==> src/hdl/lmr_pkg.sv <==
// lmr_pkg: shared types, constants and microcode for the led matrix row refresh core
// holds the word structs, control word layout, program rom and opcode dispatch
// no dependencies
package lmr_pkg;

    localparam int unsigned ROWS_DEF = 8;
    localparam int unsigned COLS_DEF = 8;

    // program counter width and program entry points
    localparam int unsigned PC_W = 4;
    localparam logic [PC_W-1:0] PC_FETCH    = 4'd0;
    localparam logic [PC_W-1:0] PC_SET      = 4'd1;
    localparam logic [PC_W-1:0] PC_REF      = 4'd2;
    localparam logic [PC_W-1:0] PC_REF_RD   = 4'd3;
    localparam logic [PC_W-1:0] PC_REF_B    = 4'd4;
    localparam logic [PC_W-1:0] PC_REF_G    = 4'd5;
    localparam logic [PC_W-1:0] PC_REF_R    = 4'd6;
    localparam logic [PC_W-1:0] PC_REF_END  = 4'd7;
    localparam logic [PC_W-1:0] PC_SEL      = 4'd8;
    localparam logic [PC_W-1:0] PC_INIT     = 4'd9;
    localparam logic [PC_W-1:0] PC_INIT_EM  = 4'd10;
    localparam logic [PC_W-1:0] PC_INIT_END = 4'd11;

    localparam logic       KIND_WORD   = 1'b0;
    localparam logic       KIND_CHAN   = 1'b1;
    localparam logic       BANK_BRIGHT = 1'b0;
    localparam logic       BANK_COLOUR = 1'b1;
    localparam logic [3:0] LEN_COLOUR  = 4'd8;
    localparam logic [3:0] LEN_BRIGHT  = 4'd6;
    localparam logic [3:0] LEN_NONE    = 4'd0;
    localparam logic [7:0] BRIGHT_WORD = 8'h3F;
    localparam logic [7:0] LINE_MAX    = 8'd7;

    typedef enum logic [1:0] {
        OP_SET     = 2'd0,
        OP_REFRESH = 2'd1,
        OP_SELECT  = 2'd2,
        OP_INIT    = 2'd3
    } t_op;

    typedef struct packed {
        logic [1:0] opcode;
        logic [7:0] column_index;
        logic [2:0] row_index;
        logic [7:0] red_level;
        logic [7:0] green_level;
        logic [7:0] blue_level;
    } t_in;

    typedef struct packed {
        logic       result_kind;
        logic [7:0] shift_word;
        logic [3:0] word_length;
        logic       bank_select;
        logic       latch_after;
        logic [7:0] channel_mask;
        logic       reset_pulse;
        logic       last_of_run;
    } t_out;

    typedef enum logic [1:0] {
        W_NONE,
        W_IN,
        W_OUT
    } t_wait;

    typedef enum logic [2:0] {
        BR_NEXT,
        BR_ALWAYS,
        BR_DISPATCH,
        BR_IF_BAD,
        BR_ROW_MORE,
        BR_WORD_MORE
    } t_br;

    typedef enum logic [2:0] {
        SRC_BLUE,
        SRC_GREEN,
        SRC_RED,
        SRC_BRIGHT,
        SRC_CHAN
    } t_src;

    typedef struct packed {
        t_wait           wait_on;
        t_br             br;
        logic [PC_W-1:0] target;
        logic            take_in;
        logic            mem_wr;
        logic            mem_rd;
        logic            cnt_clr;
        logic            cnt_inc;
        logic            bank_set;
        logic            mask_sel;
        logic            mask_clr;
        logic            emit;
        t_src            src;
    } t_ctrl;

    typedef struct packed {
        t_ctrl ctrl;
        logic  fire;
    } t_issue;

    typedef struct packed {
        logic [1:0] opcode;
        logic       in_valid;
        logic       out_free;
        logic       col_bad;
        logic       row_more;
        logic       word_more;
    } t_status;

    // control store
    function automatic t_ctrl lmr_ucode(input logic [PC_W-1:0] pc);
        t_ctrl c;
        c = '0;
        case (pc)
            PC_FETCH: begin
                c.wait_on = W_IN;
                c.take_in = 1'b1;
                c.br      = BR_DISPATCH;
            end
            PC_SET: begin
                c.mem_wr = 1'b1;
                c.br     = BR_ALWAYS;
                c.target = PC_FETCH;
            end
            PC_REF: begin
                c.cnt_clr = 1'b1;
                c.br      = BR_IF_BAD;
                c.target  = PC_FETCH;
            end
            PC_REF_RD: begin
                c.mem_rd   = 1'b1;
                c.bank_set = 1'b1;
            end
            PC_REF_B: begin
                c.wait_on = W_OUT;
                c.emit    = 1'b1;
                c.src     = SRC_BLUE;
            end
            PC_REF_G: begin
                c.wait_on = W_OUT;
                c.emit    = 1'b1;
                c.src     = SRC_GREEN;
            end
            PC_REF_R: begin
                c.wait_on = W_OUT;
                c.emit    = 1'b1;
                c.src     = SRC_RED;
                c.cnt_inc = 1'b1;
                c.br      = BR_ROW_MORE;
                c.target  = PC_REF_RD;
            end
            PC_REF_END: begin
                c.br     = BR_ALWAYS;
                c.target = PC_FETCH;
            end
            PC_SEL: begin
                c.wait_on  = W_OUT;
                c.emit     = 1'b1;
                c.src      = SRC_CHAN;
                c.mask_sel = 1'b1;
                c.br       = BR_ALWAYS;
                c.target   = PC_FETCH;
            end
            PC_INIT: begin
                c.mask_clr = 1'b1;
                c.cnt_clr  = 1'b1;
            end
            PC_INIT_EM: begin
                c.wait_on = W_OUT;
                c.emit    = 1'b1;
                c.src     = SRC_BRIGHT;
                c.cnt_inc = 1'b1;
                c.br      = BR_WORD_MORE;
                c.target  = PC_INIT_EM;
            end
            PC_INIT_END: begin
                c.bank_set = 1'b1;
                c.br       = BR_ALWAYS;
                c.target   = PC_FETCH;
            end
            default: begin
                c.br     = BR_ALWAYS;
                c.target = PC_FETCH;
            end
        endcase
        return c;
    endfunction

    function automatic logic [PC_W-1:0] lmr_dispatch(input logic [1:0] op);
        logic [PC_W-1:0] pc;
        case (t_op'(op))
            OP_SET:     pc = PC_SET;
            OP_REFRESH: pc = PC_REF;
            OP_SELECT:  pc = PC_SEL;
            OP_INIT:    pc = PC_INIT;
            default:    pc = PC_FETCH;
        endcase
        return pc;
    endfunction

endpackage

==> src/hdl/led_matrix_row_refresh_core.sv <==
// led_matrix_row_refresh_core: top level, command register, counters and result register
// depends on lmr_pkg, lmr_sequencer and lmr_frame_mem
//
// Usage:
//   Input channel carries one command word (i_in_data) under i_in_valid / o_in_stall.
//   Output channel carries serial words and channel updates (o_out_data) under
//   o_out_valid / i_out_stall. last_of_run marks the final word of a command.
//   A command is taken only when the microprogram sits at its fetch step.
//   Words per command:
//     set pixel       none
//     select line     one channel update
//     refresh column  three words per row, one frame store read per row
//     initialise      3*ROWS brightness words, one per cycle unless the output stalls
//   The run is set by the microprogram loop, which issues one word per step and
//   one frame store read per row. An out-of-range refresh emits no words.
//   A single result register sits on the output, so the next command is taken
//   while the last word of the previous one still waits. When the receiver stalls,
//   the emitting step holds and the word stays unchanged.
//   Reset (synchronous, active low) clears the frame store to black at once through
//   per-pixel valid bits, clears the line mask and bank flag, and empties the output.
module led_matrix_row_refresh_core #(
    parameter int unsigned ROWS    = lmr_pkg::ROWS_DEF,
    parameter int unsigned COLUMNS = lmr_pkg::COLS_DEF
) (
    input  logic          i_clk,
    input  logic          i_rst_n,
    input  logic          i_in_valid,
    output logic          o_in_stall,
    input  lmr_pkg::t_in  i_in_data,
    output logic          o_out_valid,
    input  logic          i_out_stall,
    output lmr_pkg::t_out o_out_data
);
    import lmr_pkg::*;

    localparam int unsigned DEPTH = ROWS * COLUMNS;
    localparam int unsigned AW    = (DEPTH > 1) ? $clog2(DEPTH) : 1;
    localparam int unsigned WORDS = ROWS * 3;
    localparam int unsigned CNT_W = $clog2(WORDS);

    t_status          status;
    t_issue           issue;
    t_ctrl            ctrl;
    logic             fire;

    t_in              r_cmd;
    logic [CNT_W-1:0] r_cnt;
    logic [CNT_W-1:0] n_cnt;
    logic [7:0]       r_mask;
    logic [7:0]       n_mask;
    logic             r_bank;
    logic             n_bank;
    logic             r_out_valid;
    logic             n_out_valid;
    t_out             r_out;
    t_out             n_out;

    logic             col_ok;
    logic             set_ok;
    logic [7:0]       sel_mask;
    logic             row_last;
    logic             word_last;
    logic [AW-1:0]    wr_addr;
    logic [AW-1:0]    rd_addr;
    logic [23:0]      rd_data;

    assign ctrl = issue.ctrl;
    assign fire = issue.fire;

    assign col_ok    = 32'(r_cmd.column_index) < COLUMNS;
    assign set_ok    = col_ok && (32'(r_cmd.row_index) < ROWS);
    assign row_last  = r_cnt == CNT_W'(ROWS - 1);
    assign word_last = r_cnt == CNT_W'(WORDS - 1);

    // one-hot line select, all off past the eighth line or the last column
    assign sel_mask = (r_cmd.column_index <= LINE_MAX && col_ok)
                    ? (8'd1 << r_cmd.column_index[2:0]) : 8'd0;

    assign wr_addr = AW'(32'(r_cmd.column_index) * ROWS + 32'(r_cmd.row_index));
    assign rd_addr = AW'(32'(r_cmd.column_index) * ROWS + 32'(r_cnt));

    always_comb begin
        status.opcode    = i_in_data.opcode;
        status.in_valid  = i_in_valid;
        status.out_free  = !r_out_valid || !i_out_stall;
        status.col_bad   = !col_ok;
        status.row_more  = !row_last;
        status.word_more = !word_last;
    end

    lmr_sequencer u_seq (
        .i_clk    (i_clk),
        .i_rst_n  (i_rst_n),
        .i_status (status),
        .o_issue  (issue)
    );

    lmr_frame_mem #(
        .DEPTH (DEPTH)
    ) u_mem (
        .i_clk     (i_clk),
        .i_rst_n   (i_rst_n),
        .i_wr_en   (fire && ctrl.mem_wr && set_ok),
        .i_wr_addr (wr_addr),
        .i_wr_data ({r_cmd.red_level, r_cmd.green_level, r_cmd.blue_level}),
        .i_rd_en   (fire && ctrl.mem_rd),
        .i_rd_addr (rd_addr),
        .o_rd_data (rd_data)
    );

    assign o_in_stall = ctrl.wait_on != W_IN;

    always_comb begin
        n_cnt  = r_cnt;
        n_mask = r_mask;
        n_bank = r_bank;
        if (fire) begin
            if (ctrl.cnt_clr) begin
                n_cnt = '0;
            end else if (ctrl.cnt_inc) begin
                n_cnt = r_cnt + 1'b1;
            end
            if (ctrl.mask_sel) begin
                n_mask = sel_mask;
            end else if (ctrl.mask_clr) begin
                n_mask = '0;
            end
            if (ctrl.bank_set) begin
                n_bank = BANK_COLOUR;
            end
        end
    end

    // result word assembly
    always_comb begin
        n_out              = '0;
        n_out.result_kind  = KIND_WORD;
        n_out.channel_mask = r_mask;
        case (ctrl.src)
            SRC_BLUE: begin
                n_out.shift_word  = rd_data[7:0];
                n_out.word_length = LEN_COLOUR;
                n_out.bank_select = BANK_COLOUR;
            end
            SRC_GREEN: begin
                n_out.shift_word  = rd_data[15:8];
                n_out.word_length = LEN_COLOUR;
                n_out.bank_select = BANK_COLOUR;
            end
            SRC_RED: begin
                n_out.shift_word  = rd_data[23:16];
                n_out.word_length = LEN_COLOUR;
                n_out.bank_select = BANK_COLOUR;
                n_out.latch_after = row_last;
                n_out.last_of_run = row_last;
            end
            SRC_BRIGHT: begin
                n_out.shift_word  = BRIGHT_WORD;
                n_out.word_length = LEN_BRIGHT;
                n_out.bank_select = BANK_BRIGHT;
                n_out.reset_pulse = r_cnt == '0;
                n_out.last_of_run = word_last;
            end
            SRC_CHAN: begin
                n_out.result_kind  = KIND_CHAN;
                n_out.word_length  = LEN_NONE;
                n_out.bank_select  = r_bank;
                n_out.channel_mask = sel_mask;
                n_out.last_of_run  = 1'b1;
            end
            default: begin
                n_out.word_length = LEN_NONE;
            end
        endcase
    end

    always_comb begin
        n_out_valid = r_out_valid;
        if (fire && ctrl.emit) begin
            n_out_valid = 1'b1;
        end else if (r_out_valid && !i_out_stall) begin
            n_out_valid = 1'b0;
        end
    end

    always_ff @(posedge i_clk) begin
        if (fire && ctrl.take_in) begin
            r_cmd <= i_in_data;
        end
        if (fire && ctrl.emit) begin
            r_out <= n_out;
        end
    end

    always_ff @(posedge i_clk) begin
        if (!i_rst_n) begin
            r_cnt       <= '0;
            r_mask      <= '0;
            r_bank      <= BANK_BRIGHT;
            r_out_valid <= 1'b0;
        end else begin
            r_cnt       <= n_cnt;
            r_mask      <= n_mask;
            r_bank      <= n_bank;
            r_out_valid <= n_out_valid;
        end
    end

    assign o_out_valid = r_out_valid;
    assign o_out_data  = r_out;

endmodule

==> src/hdl/lmr_frame_mem.sv <==
// lmr_frame_mem: pixel frame store, one 24-bit word {red, green, blue} per pixel
// one write port, one registered read port, per-pixel valid bits so unwritten pixels read zero
// depends on nothing outside this file
module lmr_frame_mem #(
    parameter  int unsigned DEPTH = 64,
    localparam int unsigned AW    = (DEPTH > 1) ? $clog2(DEPTH) : 1
) (
    input  logic          i_clk,
    input  logic          i_rst_n,
    input  logic          i_wr_en,
    input  logic [AW-1:0] i_wr_addr,
    input  logic [23:0]   i_wr_data,
    input  logic          i_rd_en,
    input  logic [AW-1:0] i_rd_addr,
    output logic [23:0]   o_rd_data
);

    logic [23:0]      r_mem [DEPTH];
    logic [DEPTH-1:0] r_vld;
    logic [23:0]      r_rd_data;
    logic             r_rd_vld;

    always_ff @(posedge i_clk) begin
        if (i_wr_en) begin
            r_mem[i_wr_addr] <= i_wr_data;
        end
        if (i_rd_en) begin
            r_rd_data <= r_mem[i_rd_addr];
        end
    end

    always_ff @(posedge i_clk) begin
        if (!i_rst_n) begin
            r_vld    <= '0;
            r_rd_vld <= 1'b0;
        end else begin
            if (i_wr_en) begin
                r_vld[i_wr_addr] <= 1'b1;
            end
            if (i_rd_en) begin
                r_rd_vld <= r_vld[i_rd_addr];
            end
        end
    end

    // a pixel never written since reset reads as black
    assign o_rd_data = r_rd_vld ? r_rd_data : '0;

endmodule

==> src/hdl/lmr_sequencer.sv <==
// lmr_sequencer: program counter, control store lookup and branch logic
// uses lmr_pkg for the control word layout, rom and dispatch table
module lmr_sequencer (
    input  logic             i_clk,
    input  logic             i_rst_n,
    input  lmr_pkg::t_status i_status,
    output lmr_pkg::t_issue  o_issue
);
    import lmr_pkg::*;

    logic [PC_W-1:0] r_pc;
    logic [PC_W-1:0] n_pc;
    t_ctrl           ctrl;
    logic            fire;

    assign ctrl = lmr_ucode(r_pc);

    // a step holds until its wait condition is met
    always_comb begin
        case (ctrl.wait_on)
            W_NONE:  fire = 1'b1;
            W_IN:    fire = i_status.in_valid;
            W_OUT:   fire = i_status.out_free;
            default: fire = 1'b1;
        endcase
    end

    always_comb begin
        n_pc = r_pc;
        if (fire) begin
            case (ctrl.br)
                BR_NEXT:      n_pc = r_pc + 1'b1;
                BR_ALWAYS:    n_pc = ctrl.target;
                BR_DISPATCH:  n_pc = lmr_dispatch(i_status.opcode);
                BR_IF_BAD:    n_pc = i_status.col_bad ? ctrl.target : r_pc + 1'b1;
                BR_ROW_MORE:  n_pc = i_status.row_more ? ctrl.target : r_pc + 1'b1;
                BR_WORD_MORE: n_pc = i_status.word_more ? ctrl.target : r_pc + 1'b1;
                default:      n_pc = PC_FETCH;
            endcase
        end
    end

    always_ff @(posedge i_clk) begin
        if (!i_rst_n) begin
            r_pc <= PC_FETCH;
        end else begin
            r_pc <= n_pc;
        end
    end

    always_comb begin
        o_issue.ctrl = ctrl;
        o_issue.fire = fire;
    end

endmodule

==> config.mk <==
export PLATFORM = sky130hd
export DESIGN_NAME = led_matrix_row_refresh_core
export DESIGN_NICKNAME = d
export VERILOG_FILES = /design/src/hdl/lmr_pkg.sv /design/src/hdl/led_matrix_row_refresh_core.sv /design/src/hdl/lmr_frame_mem.sv /design/src/hdl/lmr_sequencer.sv
export SDC_FILE = /design/constraint.sdc
export NUM_CORES = 2
export LEC_CHECK = 0
export BUFFER_PORTS_ARGS = -buffer_cell sky130_fd_sc_hd__buf_2
export CAP_MARGIN = 20
export CORE_MARGIN = 5
export CORE_UTILIZATION = 30
export CTS_BUF_LIST = sky130_fd_sc_hd__clkbuf_16
export CTS_CLUSTER_SIZE = 10
export DETAILED_ROUTE_END_ITERATION = 8
export PLACE_DENSITY_LB_ADDON = 0.12
export SLEW_MARGIN = 0
export SYNTH_ARGS = -nofsm -noshare
export SYNTH_HDL_FRONTEND = slang
export SYNTH_SLANG_ARGS = --single-unit
export TNS_END_PERCENT = 10
==> constraint.sdc <==
create_clock -name i_clk -period 5.9 [get_ports i_clk]
set_input_delay 0.885 -clock i_clk [delete_from_list [all_inputs] [get_ports i_clk]]
set_output_delay 0.885 -clock i_clk [all_outputs]
set_load 0.01 [all_outputs]
## After elaboration in Yosys (flattened, before gate mapping)

Memories as Yosys holds them, arrays and structs flattened. A register that Yosys moved wholly into a read port is not among the register bits.
Cells that the tools add are included.

| cells by class | value |
|---|---|
| $add $sub $neg | 4 |
| order comparisons | 5 |
| eq/ne operators | 27 |
| shift operators | 1 |
| muxes and demuxes | 38 |
| bitwise logic cells | 1 |
| reduce and logical (&&, ||, !) cells | 28 |

Operators with widths:

| operator | number |
|---|---|
| 64-bit bitwise OR | 1 |
| 8-bit two-way mux | 4 |
| 8-bit one-hot mux with 4 select lines | 1 |
| 24-bit two-way mux | 1 |
| 4-bit one-hot mux with 6 select lines | 1 |
| 4-bit one-hot mux with 5 select lines | 1 |
| 4-bit == test (second input constant) | 4 |
| 4-bit one-hot mux with 2 select lines | 2 |
| 4-bit one-hot mux with 4 select lines | 1 |
| 1-bit two-way mux | 15 |
| 3-bit one-hot mux with 5 select lines | 1 |
| 6-bit by 7-bit < comparator with 1-bit output (second input constant) | 2 |
| 3-bit by 2-bit == test with 1-bit output (second input constant) | 4 |
| 4-bit by 3-bit == test with 1-bit output (second input constant) | 3 |
| 4-bit two-way mux | 3 |
| 5-bit two-way mux | 2 |
| 3-bit == test (second input constant) | 3 |
| 4-bit by 2-bit == test with 1-bit output (second input constant) | 2 |
| 8-bit by 3-bit <= comparator with 1-bit output (second input constant) | 1 |
| 1-bit logical AND | 8 |
| 8-bit by 4-bit < comparator with 1-bit output (second input constant) | 1 |
| 1-bit by 3-bit << shifter with 8-bit output (first input constant) | 1 |
| 6-bit by 3-bit adder with 6-bit output | 1 |
| 6-bit by 5-bit adder with 6-bit output | 1 |
| other kinds (27) | 40 |

| storage, ports and cells | value |
|---|---|
| register bits | 144 |
| memory bits (writable) | 1536 |
| input port bits | 41 |
| output and inout bits | 27 |
| word-level logic and storage cells | 125 |
| memories kept | 1 |

Memory list:

| name | depth | width | rd ports | clocked after Yosys merged registers in | write ports | RTL line | RTL |
|---|---|---|---|---|---|---|---|
| u_mem.r_mem | 64 | 24 | 1 | 1 | 1 | lmr_frame_mem.sv:18 | `logic [23:0] r_mem [DEPTH];` |

## Depth between registers and ports, before layout

| depth | value |
|---|---|
| word-level depth | 9 |
| mapped depth | 13 |
| gate-level depth less buffers | 11 |

## Cells and area by module

From an unflattened synthesis, not the netlist that was laid out.

| unflattened totals | value |
|---|---|
| cells, all modules | 2865 |
| area total of the unflattened synthesis | 65507.8 um2 |

By module, submodules not included:

| module | instances | cells each | area each (um2) | sequential area each (um2) |
|---|---|---|---|---|
| lmr_frame_mem | 1 | 2540 | 61800.5 | 48146.2 |
| led_matrix_row_refresh_core | 1 | 216 | 2912.8 | 2042.0 |
| lmr_sequencer | 1 | 109 | 794.5 | 80.1 |

## Worst setup path after synthesis

OpenSTA, ideal clock, no wires.

| path | value |
|---|---|
| kind | reg2reg |
| start point | reg u_seq.r_pc[1] |
| end point | mem u_mem.r_mem[35][0], enable pin |
| library setup time | 0.406 ns |
| data arrival time | 3.745 ns |
| data required time | 5.494 ns |
| slack | 1.748 ns |
| cell stages (with the launch flop) | 12 |
| path buffers | 1 |
| period minus slack after synthesis | 4.152 ns |
| cell sequence | dfxtp_1 > inv_1 > ha_1 > clkbuf_1 > o31a_1 > nor2_1 > inv_1 > ha_1 > a21oi_1 > a2111oi_2 > nand3_1 > nor2_1 |

| between the ends | value |
|---|---|
| cells in the longest elaborated chain, start to end | 9 |
| elaborated cells on any way between the ends | 17 |
| classes of those cells | eq/ne: 8; mux: 5; reduce/logical: 4 |

RTL lines:

| element | RTL line | RTL |
|---|---|---|
| from (decl) | lmr_sequencer.sv:11 | `logic [PC_W-1:0] r_pc;` |
| from (signal assigned) | lmr_sequencer.sv:47 | `r_pc <= n_pc;` |
| 4-bit == test or 4-bit by 3-bit == test with 1-bit output (tied branches) | lmr_pkg.sv:118 | `case (pc)` |
| 5-bit OR reduction (no source line) | -- |  |
| 2-bit one-hot mux with 2 select lines | lmr_pkg.sv:118 |  |
| 2-bit == test or 2-bit by 1-bit == test with 1-bit output (tied branches) | lmr_sequencer.sv:20 | `case (ctrl.wait_on)` |
| 1-bit one-hot mux with 2 select lines | lmr_sequencer.sv:20 |  |
| 1-bit logical AND (*) (2 in series) | led_matrix_row_refresh_core.sv:103 | `.i_wr_en (fire && ctrl.mem_wr && set_ok),` |
| 1-bit two-way mux (*) | lmr_frame_mem.sv:24 | `if (i_wr_en) begin` |
| 1-bit two-way mux (implied by the code) (*) | lmr_frame_mem.sv:25 | `r_mem[i_wr_addr] <= i_wr_data;` |
| to (decl) | lmr_frame_mem.sv:18 |  |

Mark *: on every way between the ends. The rest lies on a longest branch, timed or not.

## Worst setup path in the final report

| path | value |
|---|---|
| start point | reg u_seq.r_pc[0] |
| end point | mem u_mem.r_mem[44][22], enable pin |

Same word-level chain as after synthesis.

==> results.py <==
metrics = {
    "worst_setup_path": {
        "rrSetupSlack_ns": 1.45,
        "cp_data_required_time_ns": 6.31,
        "r2r_end": "u_mem.r_mem[44][22]$_DFFE_PP_",
        "reg2reg_depth": 12,
        "cp.depth": 12,
        "crit_slowest_cell": "nor2_4",
        "cpPeakStageDelay_ns": 0.69,
        "cp-start-kind": "flop",
        "path_cells": "inv_1, ha_1, o31a_1, nor2_1, inv_1, ha_1, a21oi_1, a2111oi_4, buf_4, nand3_1, buf_4, nor2_4",
        "timing.rr.start": "u_seq.r_pc[0]$_SDFFE_PN0P_",
        "critPathTopFamily": "simple AND/OR/NAND/NOR gates",
        "worstSetupEndpointType": "flop",
        "arrival_ns": 4.86,
        "startpoint": "u_seq.r_pc[0]$_SDFFE_PN0P_",
        "worstSetupEndpoint": "u_mem.r_mem[44][22]$_DFFE_PP_",
        "crit_buf_inv": 4,
        "critPathMaxFanout": 25,
        "worstSetupPathType": "flop to flop",
    },
    "routing": {
        "drtIter0Drc": 3375,
        "wl_met1_um": 87300,
        "avgRoutedWirePerCell_um": 33.8,
        "vias_per_cell": 5.09,
        "highest_layer": "met4",
        "route.detailed.drc": 0,
        "wl_met2_um": 100000,
        "drtPass1Iterations": 5,
        "wirelength_um": 204000,
        "route.met3.wl_um": 11800,
        "ant_nets": 0,
        "vias": 30800,
    },
    "run_status": {
        "status": "finished clean",
    },
    "placement": {
        "dpl.cell_count": 5682,
        "place_area_um2": 69700,
        "io_buffer_count": 66,
        "place_hpwl_um": 127000,
        "gp_congestion": 0.815,
    },
    "global_route": {
        "grt_remaining_overflow": 0,
        "grt_pass1_wl_um": 275000,
        "grt_max_degree": 65,
        "grt_usage_pct": 17.9,
        "grt_pass1_vias": 31100,
        "antenna_found_initial": 29,
    },
    "cts": {
        "cts_buffers": 193,
        "cts_hold_buf": 0,
        "cts-root-buf": "clkbuf_16",
        "cts_resized": 0,
        "post_cts_buffers": 0,
        "cts_num_sinks": 1702,
        "clockBufferDepth": 3,
        "clk_latency_ns": 0.81,
        "h-tree-depth": 4,
        "clk_pin_slew_ns": 0.06,
        "cts_tree": "done",
    },
    "timing": {
        "tns_ns": 0,
        "worst_pin_slew_ns": 1.20,
        "finalMaxSlewViolations": 0,
        "hold_viol": 0,
        "finalSetupViolCount": 0,
        "finalClockSkew_ns": 0.0258,
        "relSlewSlack_pct": 20.3,
        "finalCriticalPeriod_ns": 4.45,
        "finalCritPeriodShare_pct": 75.4,
        "max_freq_mhz": 225,
        "rsz0062_at_grt": "false",
    },
    "synth": {
        "synth_area_um2": 65100,
        "yosys_most_used_dff": "edfxtp_1",
        "synthXorXnorAreaFrac_pct": 0.0808,
        "synth_compound_area_share_pct": 2.11,
        "synthSimpleGateAreaFrac_pct": 1.56,
        "synthAdderAreaFrac_pct": 0.261,
        "synth_top_family_by_area": "multiplexers",
        "syn_inst": 2820,
        "synth.net_count": 2874,
        "synth_cell_types": 60,
        "ys_warn_count": 0,
        "synth_edf_count": 1618,
        "yosys_register_bits": 1702,
        "seq_area_frac_synth_pct": 77.2,
        "synthArstFlopShare_pct": 0,
        "muxShareOfSynthArea_pct": 17.6,
        "avgSynthCellArea_um2": 23.1,
    },
    "die": {
        "fp.dieW_um": 476,
        "die_h_um": 476,
        "start_util_pct": 30.1,
        "rows": 171,
        "core_area_um2": 217000,
        "ioPinCount": 68,
        "dieArea_um2": 226000,
    },
    "finish": {
        "fillerInstances": 19900,
        "fin_cells": 6049,
        "layout_commonest_cell": "edfxtp_1",
        "syn_to_final_growth_pct": 15.9,
        "num-nets-final": 3080,
        "layout-drive-gt1-share_pct": 29.7,
        "final_cell_mix": "1618 x edfxtp_1, 488 x mux4_2, 196 x clkbuf_16",
        "final_core_util_pct": 34.8,
        "design_area_um2": 75400,
    },
    "flow_run": {
        "maxCapViolations": 0,
    },
    "worst_hold_path": {
        "hp-start": "i_in_data[19]",
        "min_path_type": "primary input to flop",
    },
    "power_and_ir_drop": {
        "leakage_nw": 22.9,
        "ir_drop_mv": 0.303,
        "power_density_nw_per_um2": 441,
    },
}
==> metrics by stage <==
| stage | hold slack [ns] | total power, W | setup WS, ns |
|---|---|---|---|
| floorplan | 0.435 | 0.0185 | 1.75 |
| global placement | 0.445 | 0.0228 | 1.48 |
| detailed placement | 0.452 | 0.0230 | 1.46 |
| CTS | 0.176 | 0.0337 | 1.42 |
| global route | 0.193 | 0.0343 | 1.19 |
| finish | 0.253 | 0.0333 | 1.45 |
==> final cells by class <==
type	instances	area [um2]	share of cell area, %
clock inverter	160	698	0.925
inverter	15	56.3	0.0746
timing repair buffer	163	1320	1.75
clock buffer	196	4900	6.50
antenna	8	20.0	0.0265
sequential	1702	50300	66.6
multi-input combinational	951	14600	19.3
tap	2854	3570	4.73
==> Yosys cell counts (all sizes together), types with 2 or more instances <==
cell / count / area (um2)
a21boi: 2 / 15.0
a211oi: 27 / 203
a21o: 2 / 15.0
mux2i: 44 / 440
dfxtp: 84 / 1680
xnor2: 3 / 26.3
a222oi: 3 / 30.0
nand3: 18 / 90.1
nor3: 6 / 30.0
mux4: 488 / 11000
buf: 61 / 368
o21a: 68 / 510
nor2b: 39 / 244
or3: 2 / 12.5
edfxtp: 1618 / 48600
o31ai: 3 / 22.5
a22oi: 13 / 97.6
a22o: 5 / 43.8
o21ai: 16 / 80.1
a221o: 5 / 50.1
and3: 4 / 25.0
a31oi: 4 / 25.0
and2: 4 / 25.0
or3b: 2 / 17.5
o211ai: 3 / 22.5
inv: 15 / 56.3
clkbuf: 91 / 342
nor4: 2 / 12.5
nand3b: 7 / 52.6
nand4: 2 / 12.5
o22a: 2 / 17.5
nand2: 30 / 113
a311oi: 3 / 26.3
nand2b: 2 / 12.5
nor2: 85 / 319
a21oi: 26 / 130
xor2: 3 / 26.3
ha: 12 / 150
==> layer usage <==
layer | up-vias | global-route usage [%]
met3 | 237 | 3.08
met2 | 1063 | 29.8
li1 | 12500 | -
met1 | 17000 | 24.7
met4 | 0 | 4.26
met5 | - | 0
==> kinds of logic (layout without fill, tap and decap cells) <==
family,Yosys count,in the layout
and+or+nand+nor,209,209
AOI/OAI and AO/OA,190,190
muxes,532,532
other,1,9
xor gates and xnor gates,6,6
DFF,1702,1702
buffers and inverters,167,534
adders and majority gates,13,13
==> where the power goes <==
part	internal (W)	switching [W]	total, W
clock network	0.00595	0.00469	0.0106
registers	0.0152	0.000358	0.0155
logic	0.00160	0.00546	0.00707
==> worst register-to-register path, stage by stage (launching register included) <==
cell and delay, ns:
dfxtp_1 0.44, inv_1 0.10, ha_1 0.46, o31a_1 0.42
nor2_1 0.26, inv_1 0.08, ha_1 0.28, a21oi_1 0.09
a2111oi_4 0.37, buf_4 0.40, nand3_1 0.17, buf_4 0.28
nor2_4 0.70
==> worst min-delay path by stage <==
| stage | end | cells after the start |
|---|---|---|
| floorplan | u_mem.r_vld[14]$_SDFFE_PN0P_ | 1 |
| global placement | u_mem.r_vld[51]$_SDFFE_PN0P_ | 1 |
| detailed placement | u_mem.r_vld[48]$_SDFFE_PN0P_ | 1 |
| CTS | r_cmd[19]$_DFFE_PP_ | 1 |
| global route | r_cmd[19]$_DFFE_PP_ | 1 |
| finish | r_cmd[19]$_DFFE_PP_ | 1 |
==> state kept, by name, indices dropped and copies added (netlist names) <==
register and cells:
u_mem.r_mem 1536, u_seq.r_pc 4, r_bank 1, o_out_data 23
r_cmd 35, o_out_valid 1, r_cnt 5, u_mem.r_rd_vld 1
r_mask 8, u_mem.r_rd_data 24, u_mem.r_vld 64
(Power assumes the default switching activity.)
